--- config.mk ---
export PLATFORM = sky130hd
export DESIGN_NAME = crc16_frame_receiver_unit_flat
export DESIGN_NICKNAME = d
export VERILOG_FILES = /design/src/rtl/crc16fr_pkg.sv /design/src/rtl/crc16fr_rx_if.sv /design/src/rtl/crc16fr_res_if.sv /design/src/rtl/crc16fr_cfg_if.sv /design/src/rtl/crc16_frame_receiver_unit.sv /design/src/flat_wrapper.sv
export SDC_FILE = /design/constraint.sdc
export NUM_CORES = 1
export LEC_CHECK = 0
export ABC_CLOCK_PERIOD_IN_PS = 7000
export BUFFER_PORTS_ARGS = -buffer_cell sky130_fd_sc_hd__clkbuf_2
export CORE_MARGIN = 10
export CORE_UTILIZATION = 60
export DETAILED_ROUTE_END_ITERATION = 8
export HOLD_SLACK_MARGIN = 0.06
export PLACE_DENSITY_LB_ADDON = 0.3
export SKIP_LAST_GASP = 1
export SLEW_MARGIN = 20
export SYNTH_ARGS = -nofsm -noshare
export SYNTH_HDL_FRONTEND = slang
export SYNTH_SLANG_ARGS = --single-unit
--- constraint.sdc ---
create_clock -name clk -period 7 [get_ports clk]
set_input_delay 0.35 -clock clk [delete_from_list [all_inputs] [get_ports clk]]
set_output_delay 0.35 -clock clk [all_outputs]
set_load 0.02 [all_outputs]
--- src/rtl/crc16fr_pkg.sv ---
// ----------------------------------------------------------------------------
// crc16fr_pkg
// Shared widths, register indexes, result kinds and the byte-wide CRC-16 step
// for the SOF/LEN/CMD/PAYLOAD/CRC16 frame receiver.
// ----------------------------------------------------------------------------
package crc16fr_pkg;

	localparam int BYTE_W = 8;
	localparam int LEN_W  = 16;
	localparam int CRC_W  = 16;
	localparam int KIND_W = 3;
	localparam int CFG_IDX_W  = 2;
	localparam int CFG_DATA_W = 16;

	typedef logic [BYTE_W-1:0] byte_t;
	typedef logic [LEN_W-1:0]  len_t;
	typedef logic [CRC_W-1:0]  crc_t;
	typedef logic [KIND_W-1:0] kind_t;
	typedef logic [CFG_IDX_W-1:0]  cfg_idx_t;
	typedef logic [CFG_DATA_W-1:0] cfg_data_t;

	localparam cfg_idx_t REG_START_BYTE  = 2'd0;
	localparam cfg_idx_t REG_MAX_PAYLOAD = 2'd1;
	localparam cfg_idx_t REG_STATUS_CMD  = 2'd2;

	localparam byte_t START_BYTE_RST  = 8'hAA;
	localparam len_t  MAX_PAYLOAD_RST = 16'd512;
	localparam byte_t STATUS_CMD_RST  = 8'h10;

	localparam kind_t KIND_PAYLOAD   = 3'd0;
	localparam kind_t KIND_GOOD      = 3'd1;
	localparam kind_t KIND_CRC_BAD   = 3'd2;
	localparam kind_t KIND_DROPPED   = 3'd3;
	localparam kind_t KIND_LINK_LOST = 3'd4;

	localparam crc_t CRC_POLY = 16'h1021;
	localparam crc_t CRC_INIT = 16'hFFFF;

	function automatic crc_t crc16_byte(input crc_t crc_in, input byte_t data);
		crc_t c;
		c = crc_in ^ {data, 8'h00};
		for (int i = 0; i < BYTE_W; i++) begin
			if (c[CRC_W-1])
				c = {c[CRC_W-2:0], 1'b0} ^ CRC_POLY;
			else
				c = {c[CRC_W-2:0], 1'b0};
		end
		return c;
	endfunction

endpackage

--- src/rtl/crc16fr_rx_if.sv ---
// ----------------------------------------------------------------------------
// crc16fr_rx_if
// Receive channel: one received byte or a timeout event per word.
// ----------------------------------------------------------------------------
interface crc16fr_rx_if
	import crc16fr_pkg::*;
();
	logic  valid;
	logic  ready;
	byte_t rx_byte;
	logic  timeout;

	modport source (output valid, output rx_byte, output timeout, input ready);
	modport sink   (input valid, input rx_byte, input timeout, output ready);
endinterface

--- src/rtl/crc16fr_res_if.sv ---
// ----------------------------------------------------------------------------
// crc16fr_res_if
// Result channel: payload bytes and frame verdicts.
// ----------------------------------------------------------------------------
interface crc16fr_res_if
	import crc16fr_pkg::*;
();
	logic  valid;
	logic  ready;
	kind_t out_kind;
	byte_t data_byte;
	byte_t command;
	len_t  length;
	logic  is_status;
	logic  link_up;
	logic  last;

	modport source (output valid, output out_kind, output data_byte, output command,
		output length, output is_status, output link_up, output last, input ready);
	modport sink   (input valid, input out_kind, input data_byte, input command,
		input length, input is_status, input link_up, input last, output ready);
endinterface

--- src/rtl/crc16fr_cfg_if.sv ---
// ----------------------------------------------------------------------------
// crc16fr_cfg_if
// Configuration write channel: register index and write data.
// ----------------------------------------------------------------------------
interface crc16fr_cfg_if
	import crc16fr_pkg::*;
();
	logic      valid;
	logic      ready;
	cfg_idx_t  index;
	cfg_data_t data;

	modport source (output valid, output index, output data, input ready);
	modport sink   (input valid, input index, input data, output ready);
endinterface

--- src/rtl/crc16_frame_receiver_unit.sv ---
// ----------------------------------------------------------------------------
// crc16_frame_receiver_unit
// Deframes SOF | LEN(LE) | CMD | PAYLOAD | CRC16(LE) from a byte stream,
// streams payload bytes and reports a verdict per frame.
//
//   channel  dir  word
//   rx       in   rx_byte, timeout
//   res      out  out_kind, data_byte, command, length, is_status, link_up, last
//   cfg      in   index, data (start_byte, max_payload, status_command)
//
// One word per cycle while res is not stalled; a word goes from rx to res
// through the input register, then frame state update with byte-wide CRC into
// the result register. A stalled res holds its word and the input register;
// rx keeps accepting while the input register is free. cfg is always ready.
// arst_n clears the frame state, link flag and both valid flags.
// ----------------------------------------------------------------------------
module crc16_frame_receiver_unit
	import crc16fr_pkg::*;
(
	input  logic         clk,
	input  logic         arst_n,
	crc16fr_rx_if.sink   rx,
	crc16fr_res_if.source res,
	crc16fr_cfg_if.sink  cfg
);

	localparam logic [2:0] PH_HUNT   = 3'd0;
	localparam logic [2:0] PH_LEN_LO = 3'd1;
	localparam logic [2:0] PH_LEN_HI = 3'd2;
	localparam logic [2:0] PH_CMD    = 3'd3;
	localparam logic [2:0] PH_DATA   = 3'd4;
	localparam logic [2:0] PH_CRC_LO = 3'd5;
	localparam logic [2:0] PH_CRC_HI = 3'd6;

	byte_t start_byte_q;
	len_t  max_payload_q;
	byte_t status_cmd_q;

	logic  valid_s1;
	byte_t byte_s1;
	logic  tmo_s1;
	logic  adv_s1;

	logic [2:0] phase_q, phase_d;
	len_t  len_q, len_d;
	byte_t cmd_q, cmd_d;
	len_t  cnt_q, cnt_d;
	crc_t  crc_q, crc_d;
	byte_t crc_lo_q, crc_lo_d;
	logic  link_q, link_d;

	logic  emit;
	kind_t kind;
	byte_t dbyte;
	logic  known;
	logic  last_bit;

	logic  out_valid_q;
	kind_t out_kind_q;
	byte_t out_data_q;
	byte_t out_cmd_q;
	len_t  out_len_q;
	logic  out_status_q;
	logic  out_link_q;
	logic  out_last_q;

	// config writes
	assign cfg.ready = 1'b1;

	always_ff @(posedge clk or negedge arst_n) begin
		if (!arst_n) begin
			start_byte_q  <= START_BYTE_RST;
			max_payload_q <= MAX_PAYLOAD_RST;
			status_cmd_q  <= STATUS_CMD_RST;
		end else if (cfg.valid) begin
			unique case (cfg.index)
				REG_START_BYTE:  start_byte_q  <= cfg.data[BYTE_W-1:0];
				REG_MAX_PAYLOAD: max_payload_q <= cfg.data[LEN_W-1:0];
				REG_STATUS_CMD:  status_cmd_q  <= cfg.data[BYTE_W-1:0];
				default: ;
			endcase
		end
	end

	// input register
	assign adv_s1   = valid_s1 && (!out_valid_q || res.ready);
	assign rx.ready = !valid_s1 || adv_s1;

	always_ff @(posedge clk or negedge arst_n) begin
		if (!arst_n)
			valid_s1 <= 1'b0;
		else if (rx.valid && rx.ready)
			valid_s1 <= 1'b1;
		else if (adv_s1)
			valid_s1 <= 1'b0;
	end

	always_ff @(posedge clk) begin
		if (rx.valid && rx.ready) begin
			byte_s1 <= rx.rx_byte;
			tmo_s1  <= rx.timeout;
		end
	end

	// frame state update
	always_comb begin
		phase_d  = phase_q;
		len_d    = len_q;
		cmd_d    = cmd_q;
		cnt_d    = cnt_q;
		crc_d    = crc_q;
		crc_lo_d = crc_lo_q;
		link_d   = link_q;
		emit     = 1'b0;
		kind     = KIND_PAYLOAD;
		dbyte    = '0;
		known    = 1'b1;
		last_bit = 1'b0;
		if (tmo_s1) begin
			if (phase_q == PH_HUNT) begin
				if (link_q) begin
					link_d = 1'b0;
					cmd_d  = '0;
					len_d  = '0;
					emit   = 1'b1;
					kind   = KIND_LINK_LOST;
					known  = 1'b0;
				end
			end else begin
				phase_d  = PH_HUNT;
				emit     = 1'b1;
				kind     = KIND_DROPPED;
				known    = (phase_q >= PH_DATA);
				last_bit = 1'b1;
			end
		end else begin
			unique case (phase_q)
				PH_HUNT: begin
					if (byte_s1 == start_byte_q) begin
						phase_d  = PH_LEN_LO;
						len_d    = '0;
						cmd_d    = '0;
						cnt_d    = '0;
						crc_d    = CRC_INIT;
						crc_lo_d = '0;
					end
				end
				PH_LEN_LO: begin
					len_d   = {8'h00, byte_s1};
					crc_d   = crc16_byte(crc_q, byte_s1);
					phase_d = PH_LEN_HI;
				end
				PH_LEN_HI: begin
					len_d   = {byte_s1, len_q[7:0]};
					crc_d   = crc16_byte(crc_q, byte_s1);
					phase_d = PH_CMD;
				end
				PH_CMD: begin
					cmd_d = byte_s1;
					crc_d = crc16_byte(crc_q, byte_s1);
					cnt_d = '0;
					if (len_q > max_payload_q) begin
						phase_d  = PH_HUNT;
						emit     = 1'b1;
						kind     = KIND_DROPPED;
						last_bit = 1'b1;
					end else if (len_q == '0) begin
						phase_d = PH_CRC_LO;
					end else begin
						phase_d = PH_DATA;
					end
				end
				PH_DATA: begin
					crc_d = crc16_byte(crc_q, byte_s1);
					cnt_d = cnt_q + 16'd1;
					if (cnt_d == len_q)
						phase_d = PH_CRC_LO;
					emit  = 1'b1;
					kind  = KIND_PAYLOAD;
					dbyte = byte_s1;
				end
				PH_CRC_LO: begin
					crc_lo_d = byte_s1;
					phase_d  = PH_CRC_HI;
				end
				PH_CRC_HI: begin
					phase_d  = PH_HUNT;
					emit     = 1'b1;
					last_bit = 1'b1;
					if ({byte_s1, crc_lo_q} == crc_q) begin
						link_d = 1'b1;
						kind   = KIND_GOOD;
					end else begin
						kind   = KIND_CRC_BAD;
					end
				end
				default: phase_d = PH_HUNT;
			endcase
		end
	end

	always_ff @(posedge clk or negedge arst_n) begin
		if (!arst_n) begin
			phase_q  <= PH_HUNT;
			len_q    <= '0;
			cmd_q    <= '0;
			cnt_q    <= '0;
			crc_q    <= CRC_INIT;
			crc_lo_q <= '0;
			link_q   <= 1'b0;
		end else if (adv_s1) begin
			phase_q  <= phase_d;
			len_q    <= len_d;
			cmd_q    <= cmd_d;
			cnt_q    <= cnt_d;
			crc_q    <= crc_d;
			crc_lo_q <= crc_lo_d;
			link_q   <= link_d;
		end
	end

	// result register
	always_ff @(posedge clk or negedge arst_n) begin
		if (!arst_n)
			out_valid_q <= 1'b0;
		else if (adv_s1)
			out_valid_q <= emit;
		else if (res.ready)
			out_valid_q <= 1'b0;
	end

	always_ff @(posedge clk) begin
		if (adv_s1) begin
			out_kind_q   <= kind;
			out_data_q   <= dbyte;
			out_cmd_q    <= cmd_d;
			out_len_q    <= len_d;
			out_status_q <= known && (cmd_d == status_cmd_q);
			out_link_q   <= link_d;
			out_last_q   <= last_bit;
		end
	end

	assign res.valid     = out_valid_q;
	assign res.out_kind  = out_kind_q;
	assign res.data_byte = out_data_q;
	assign res.command   = out_cmd_q;
	assign res.length    = out_len_q;
	assign res.is_status = out_status_q;
	assign res.link_up   = out_link_q;
	assign res.last      = out_last_q;

	a_no_overwrite: assert property (@(posedge clk) disable iff (!arst_n)
		out_valid_q && !res.ready |=> out_valid_q)
		else $error("held result lost");

	a_phase_range: assert property (@(posedge clk) disable iff (!arst_n)
		phase_q <= PH_CRC_HI)
		else $error("phase out of range");

	a_last_kind: assert property (@(posedge clk) disable iff (!arst_n)
		out_valid_q && out_last_q |-> (out_kind_q == KIND_GOOD ||
			out_kind_q == KIND_CRC_BAD || out_kind_q == KIND_DROPPED))
		else $error("last on non-verdict");

	a_link_lost: assert property (@(posedge clk) disable iff (!arst_n)
		out_valid_q && out_kind_q == KIND_LINK_LOST |-> !out_link_q && !out_status_q)
		else $error("link lost with link up");

	a_good_link: assert property (@(posedge clk) disable iff (!arst_n)
		adv_s1 && emit && kind == KIND_GOOD |=> link_q)
		else $error("good frame did not raise link");

endmodule
--- src/flat_wrapper.sv ---
// flat-port wrapper written by rule: the top's interface ports become plain ports
module crc16_frame_receiver_unit_flat import crc16fr_pkg::*;
  (clk, arst_n, rx_valid, rx_rx_byte, rx_timeout, rx_ready, res_valid, res_out_kind, res_data_byte, res_command, res_length, res_is_status, res_link_up, res_last, res_ready, cfg_valid, cfg_index, cfg_data, cfg_ready);
  crc16fr_rx_if rx_i ();
  crc16fr_res_if res_i ();
  crc16fr_cfg_if cfg_i ();
  input  logic clk;
  input  logic arst_n;
  input wire logic [$bits(rx_i.valid)-1:0] rx_valid;
  input wire logic [$bits(rx_i.rx_byte)-1:0] rx_rx_byte;
  input wire logic [$bits(rx_i.timeout)-1:0] rx_timeout;
  output wire logic [$bits(rx_i.ready)-1:0] rx_ready;
  output wire logic [$bits(res_i.valid)-1:0] res_valid;
  output wire logic [$bits(res_i.out_kind)-1:0] res_out_kind;
  output wire logic [$bits(res_i.data_byte)-1:0] res_data_byte;
  output wire logic [$bits(res_i.command)-1:0] res_command;
  output wire logic [$bits(res_i.length)-1:0] res_length;
  output wire logic [$bits(res_i.is_status)-1:0] res_is_status;
  output wire logic [$bits(res_i.link_up)-1:0] res_link_up;
  output wire logic [$bits(res_i.last)-1:0] res_last;
  input wire logic [$bits(res_i.ready)-1:0] res_ready;
  input wire logic [$bits(cfg_i.valid)-1:0] cfg_valid;
  input wire logic [$bits(cfg_i.index)-1:0] cfg_index;
  input wire logic [$bits(cfg_i.data)-1:0] cfg_data;
  output wire logic [$bits(cfg_i.ready)-1:0] cfg_ready;
  assign rx_i.valid = rx_valid;
  assign rx_i.rx_byte = rx_rx_byte;
  assign rx_i.timeout = rx_timeout;
  assign rx_ready = rx_i.ready;
  assign res_valid = res_i.valid;
  assign res_out_kind = res_i.out_kind;
  assign res_data_byte = res_i.data_byte;
  assign res_command = res_i.command;
  assign res_length = res_i.length;
  assign res_is_status = res_i.is_status;
  assign res_link_up = res_i.link_up;
  assign res_last = res_i.last;
  assign res_i.ready = res_ready;
  assign cfg_i.valid = cfg_valid;
  assign cfg_i.index = cfg_index;
  assign cfg_i.data = cfg_data;
  assign cfg_ready = cfg_i.ready;
  crc16_frame_receiver_unit u_core (.clk(clk), .arst_n(arst_n), .rx(rx_i), .res(res_i), .cfg(cfg_i));
endmodule
==> run_results.csv <==
group,metric,value,unit
cts,cts_sinks,149,
yosys,synth_top_area_cell,"dfrtp_1",
critical_path,critPathKind,"flip-flop to flip-flop",
drt,vias_per_cell,6.019,
yosys,ys.warnings.count,0,
placement,dpl.hpwl,13930,µm
placement,placed_area,0.008458,mm²
yosys,yosysSeqAreaShare,49.67,%
grt,grt_max_degree,77,
yosys,yosys_most_used_dff,"dfrtp_1",
worst_hold_path,hold_class,"input pin to flip-flop",
finish,syn2layout_area_growth,12.24,%
sta,slew_headroom,33.01,%
critical_path,required,7320,ps
pwr,ir_worst_vdd,189.5,µV
floorplan,pin_count,73,
cts,cts_tree,"yes",
yosys,synthDominantCellAreaShare,24.91,%
yosys,syn_nets,839,
critical_path,end_kind,"flip-flop",
floorplan,die_w,135.7,µm
drt,firstDrtPassIters,5,
sta,rsz0062_at_grt,"false",
pwr,p_leak,3.821,nW
floorplan,die_area,0.01842,mm²
drt,wl,20140,µm
drt,drc,0,
yosys,syn-instance-count,790,
floorplan,initial_core_util,60.93,%
finish,antennaDiodeCount,0,
pwr,power_density,287.7,mW/mm²
drt,drt_iter0_drc,677,
critical_path,cp_max_fo,32,
yosys,async_flop_share,68.46,%
drt,vias,6206,
floorplan,die_h,135.7,µm
grt,overflow,0,
run,drv_cap,0,
finish,layout-drive-gt1-share,21.87,%
status,status,"completed",
yosys,synth_seq_cells,149,
critical_path,startpoint_type,"flip-flop",
grt,track_usage,22.49,%
cts,htree_levels,4,
finish,final_area,0.009020,mm²
floorplan,rows,42,
sta,finalHoldViolCount,0,
floorplan,coreArea,0.01319,mm²
grt,grt_pass1_vias,6223,
cts,ctsHoldBuffers,1,
placement,gp_congestion,0.9272,
yosys,syn_area,0.008036,mm²
cts,clkTransAtPathRegs,60,ps
placement,port_buffers,71,
cts,cts_resized,0,
yosys,avgSynthCellArea,10.17,µm²
sta,setup_viol,0,
finish,fin_nets,891,
sta,skew,7.439,ps
yosys,ys_types,62,
cts,cts_root_buf,"clkbuf_16",
grt,grt_pass1_wl,32780,µm
sta,worst_pin_slew,1002,ps
drt,detail_route.wl_per_cell,19.53,µm
yosys,synth_edf_count,47,
sta,min_period,2956,ps
drt,antenna_left,0,
sta,fmax,338.3,MHz
cts,clockBufferDepth,2,
grt,antenna_found_initial,0,
sta,slew_viol_final,0,
cts,cts_buffers,17,
critical_path,cp.arrival,3280,ps
critical_path,r2r_slack,4040,ps
yosys,synth.area.top_cells,"dfrtp_1 25%, edfxtp_1 18%, dfstp_2 7.2%",
cts,post_cts_buffers,0,
sta,fin_crit_sh,42.23,%
sta,totalNegativeSetupSlack,0,ps
cts,insertion_delay,420,ps
==> synthesized netlist by cell type, drive strengths merged, types with 4 or more instances <==
cell type,count
nand2,104
dfrtp,80
o21ai,64
nor2,50
edfxtp,47
xnor2,46
mux2,42
inv,37
nand3,32
buf,26
a21oi,24
dfstp,22
xor2,20
clkbuf,19
a22oi,18
ha,17
nand4,14
nor4,14
a31oi,10
and2,10
nor3,10
a221oi,8
nand2b,8
a21o,7
a22o,7
and3,6
nand3b,5
o21a,5
and4,4
o2111ai,4
o31ai,4
o41ai,4
==> kinds of logic (layout without fill, tap and decap cells) <==
group           count (synthesis)  after routing  share of synthesized area (%)
compound gates                168            168                          13.72
xor+xnor                       66             66                          7.193
fa+ha+maj                      17             17                          2.647
buf+inv                        82            147                          4.235
flops                         149            149                          49.67
mux                            42             42                          5.885
other cells                     1              1                        0.04666
simple gates                  265            265                          16.61
==> placed cells by master (no fill, tap or decap), types with 6 or more instances in the layout <==
cell type,Yosys,layout
nand2_1,103,103
dfrtp_1,80,80
clkbuf_2,0,70
o21ai_0,63,63
nor2_1,47,47
edfxtp_1,47,47
xnor2_1,46,46
mux2_2,42,42
inv_1,37,36
nand3_1,31,31
a21oi_1,24,24
dfstp_2,22,22
xor2_1,20,20
a22oi_1,18,18
ha_1,17,17
clkbuf_16,0,17
nand4_1,12,12
nor4_1,11,11
a31oi_1,10,10
and2_1,10,10
nor3_1,9,9
nand2b_1,8,8
a21o_1,7,7
a22o_1,7,7
a221oi_1,7,7
buf_4,2,7
and3_1,6,6
==> stage by stage <==
stage	instances	util (%)	hold slack, ps	setup WS (ps)	total power [W]
2_1_floorplan	790	-	54.41	4097	0.001590
3_3_place_gp	998	64.12	359.2	4304	0.001716
3_5_place_dp	998	64.12	366.9	4089	0.001744
4_1_cts	1031	68.36	90.12	4116	0.002605
5_1_grt	1031	68.38	86.81	3735	0.002722
6_report	1031	68.38	100.2	4044	0.002595
==> layout make-up <==
type	instances	area, µm²
fillers	1006	4170
flip-flops and latches	149	3991
multi-input cells	559	3709
clock buffers	19	432.9
repair buffers	78	412.9
well taps	176	220.2
inverters	37	138.9
clock inverters	13	115.1
==> routing by layer <==
layer	vias up	track usage [%]	part of all wire [%]
met5	-	0	0
met4	0	5.742	1.5
met3	30	6.677	8.4
met2	255	35.72	47
met1	3002	29.42	43
li1	2919	-	-
==> path summary, 6_finish.rpt <==
path,end,cells after the start,from
worst max-delay path,u_core.crc_q[3],5,u_core.res.valid
worst min-delay path,u_core.byte_s1[5],1,rx_rx_byte[5]
worst max register to register,u_core.crc_q[3],5,u_core.res.valid
worst min register to register,u_core.crc_q[12],2,u_core.crc_q[12]
max in group asynchronous,u_core.cnt_q[5],3,arst_n
min in group asynchronous,u_core.cmd_q[0],2,arst_n
==> critical path, cell delays in order, from the launching register on <==
cell      delay (ps)
dfrtp_1          390
nand2b_1         110
nand2_1          280
nor2_1           680
nand3_1          920
o21ai_0          470
==> registers in the layout, indices dropped and copies added (netlist names), 16 cells and up <==
signal	cells
u_core.len_q	16
u_core.max_payload_q	16
u_core.crc_q	16
u_core.cnt_q	16
u_core.res.length	16
==> report_power, final <==
| group | switching [W] | internal (W) |
|---|---|---|
| registers | 0.000119 | 0.00106 |
| clock network | 0.000343 | 0.000515 |
| logic | 0.000318 | 0.000238 |
| total | 0.000780 | 0.00182 |
(Power assumes the default switching activity.)
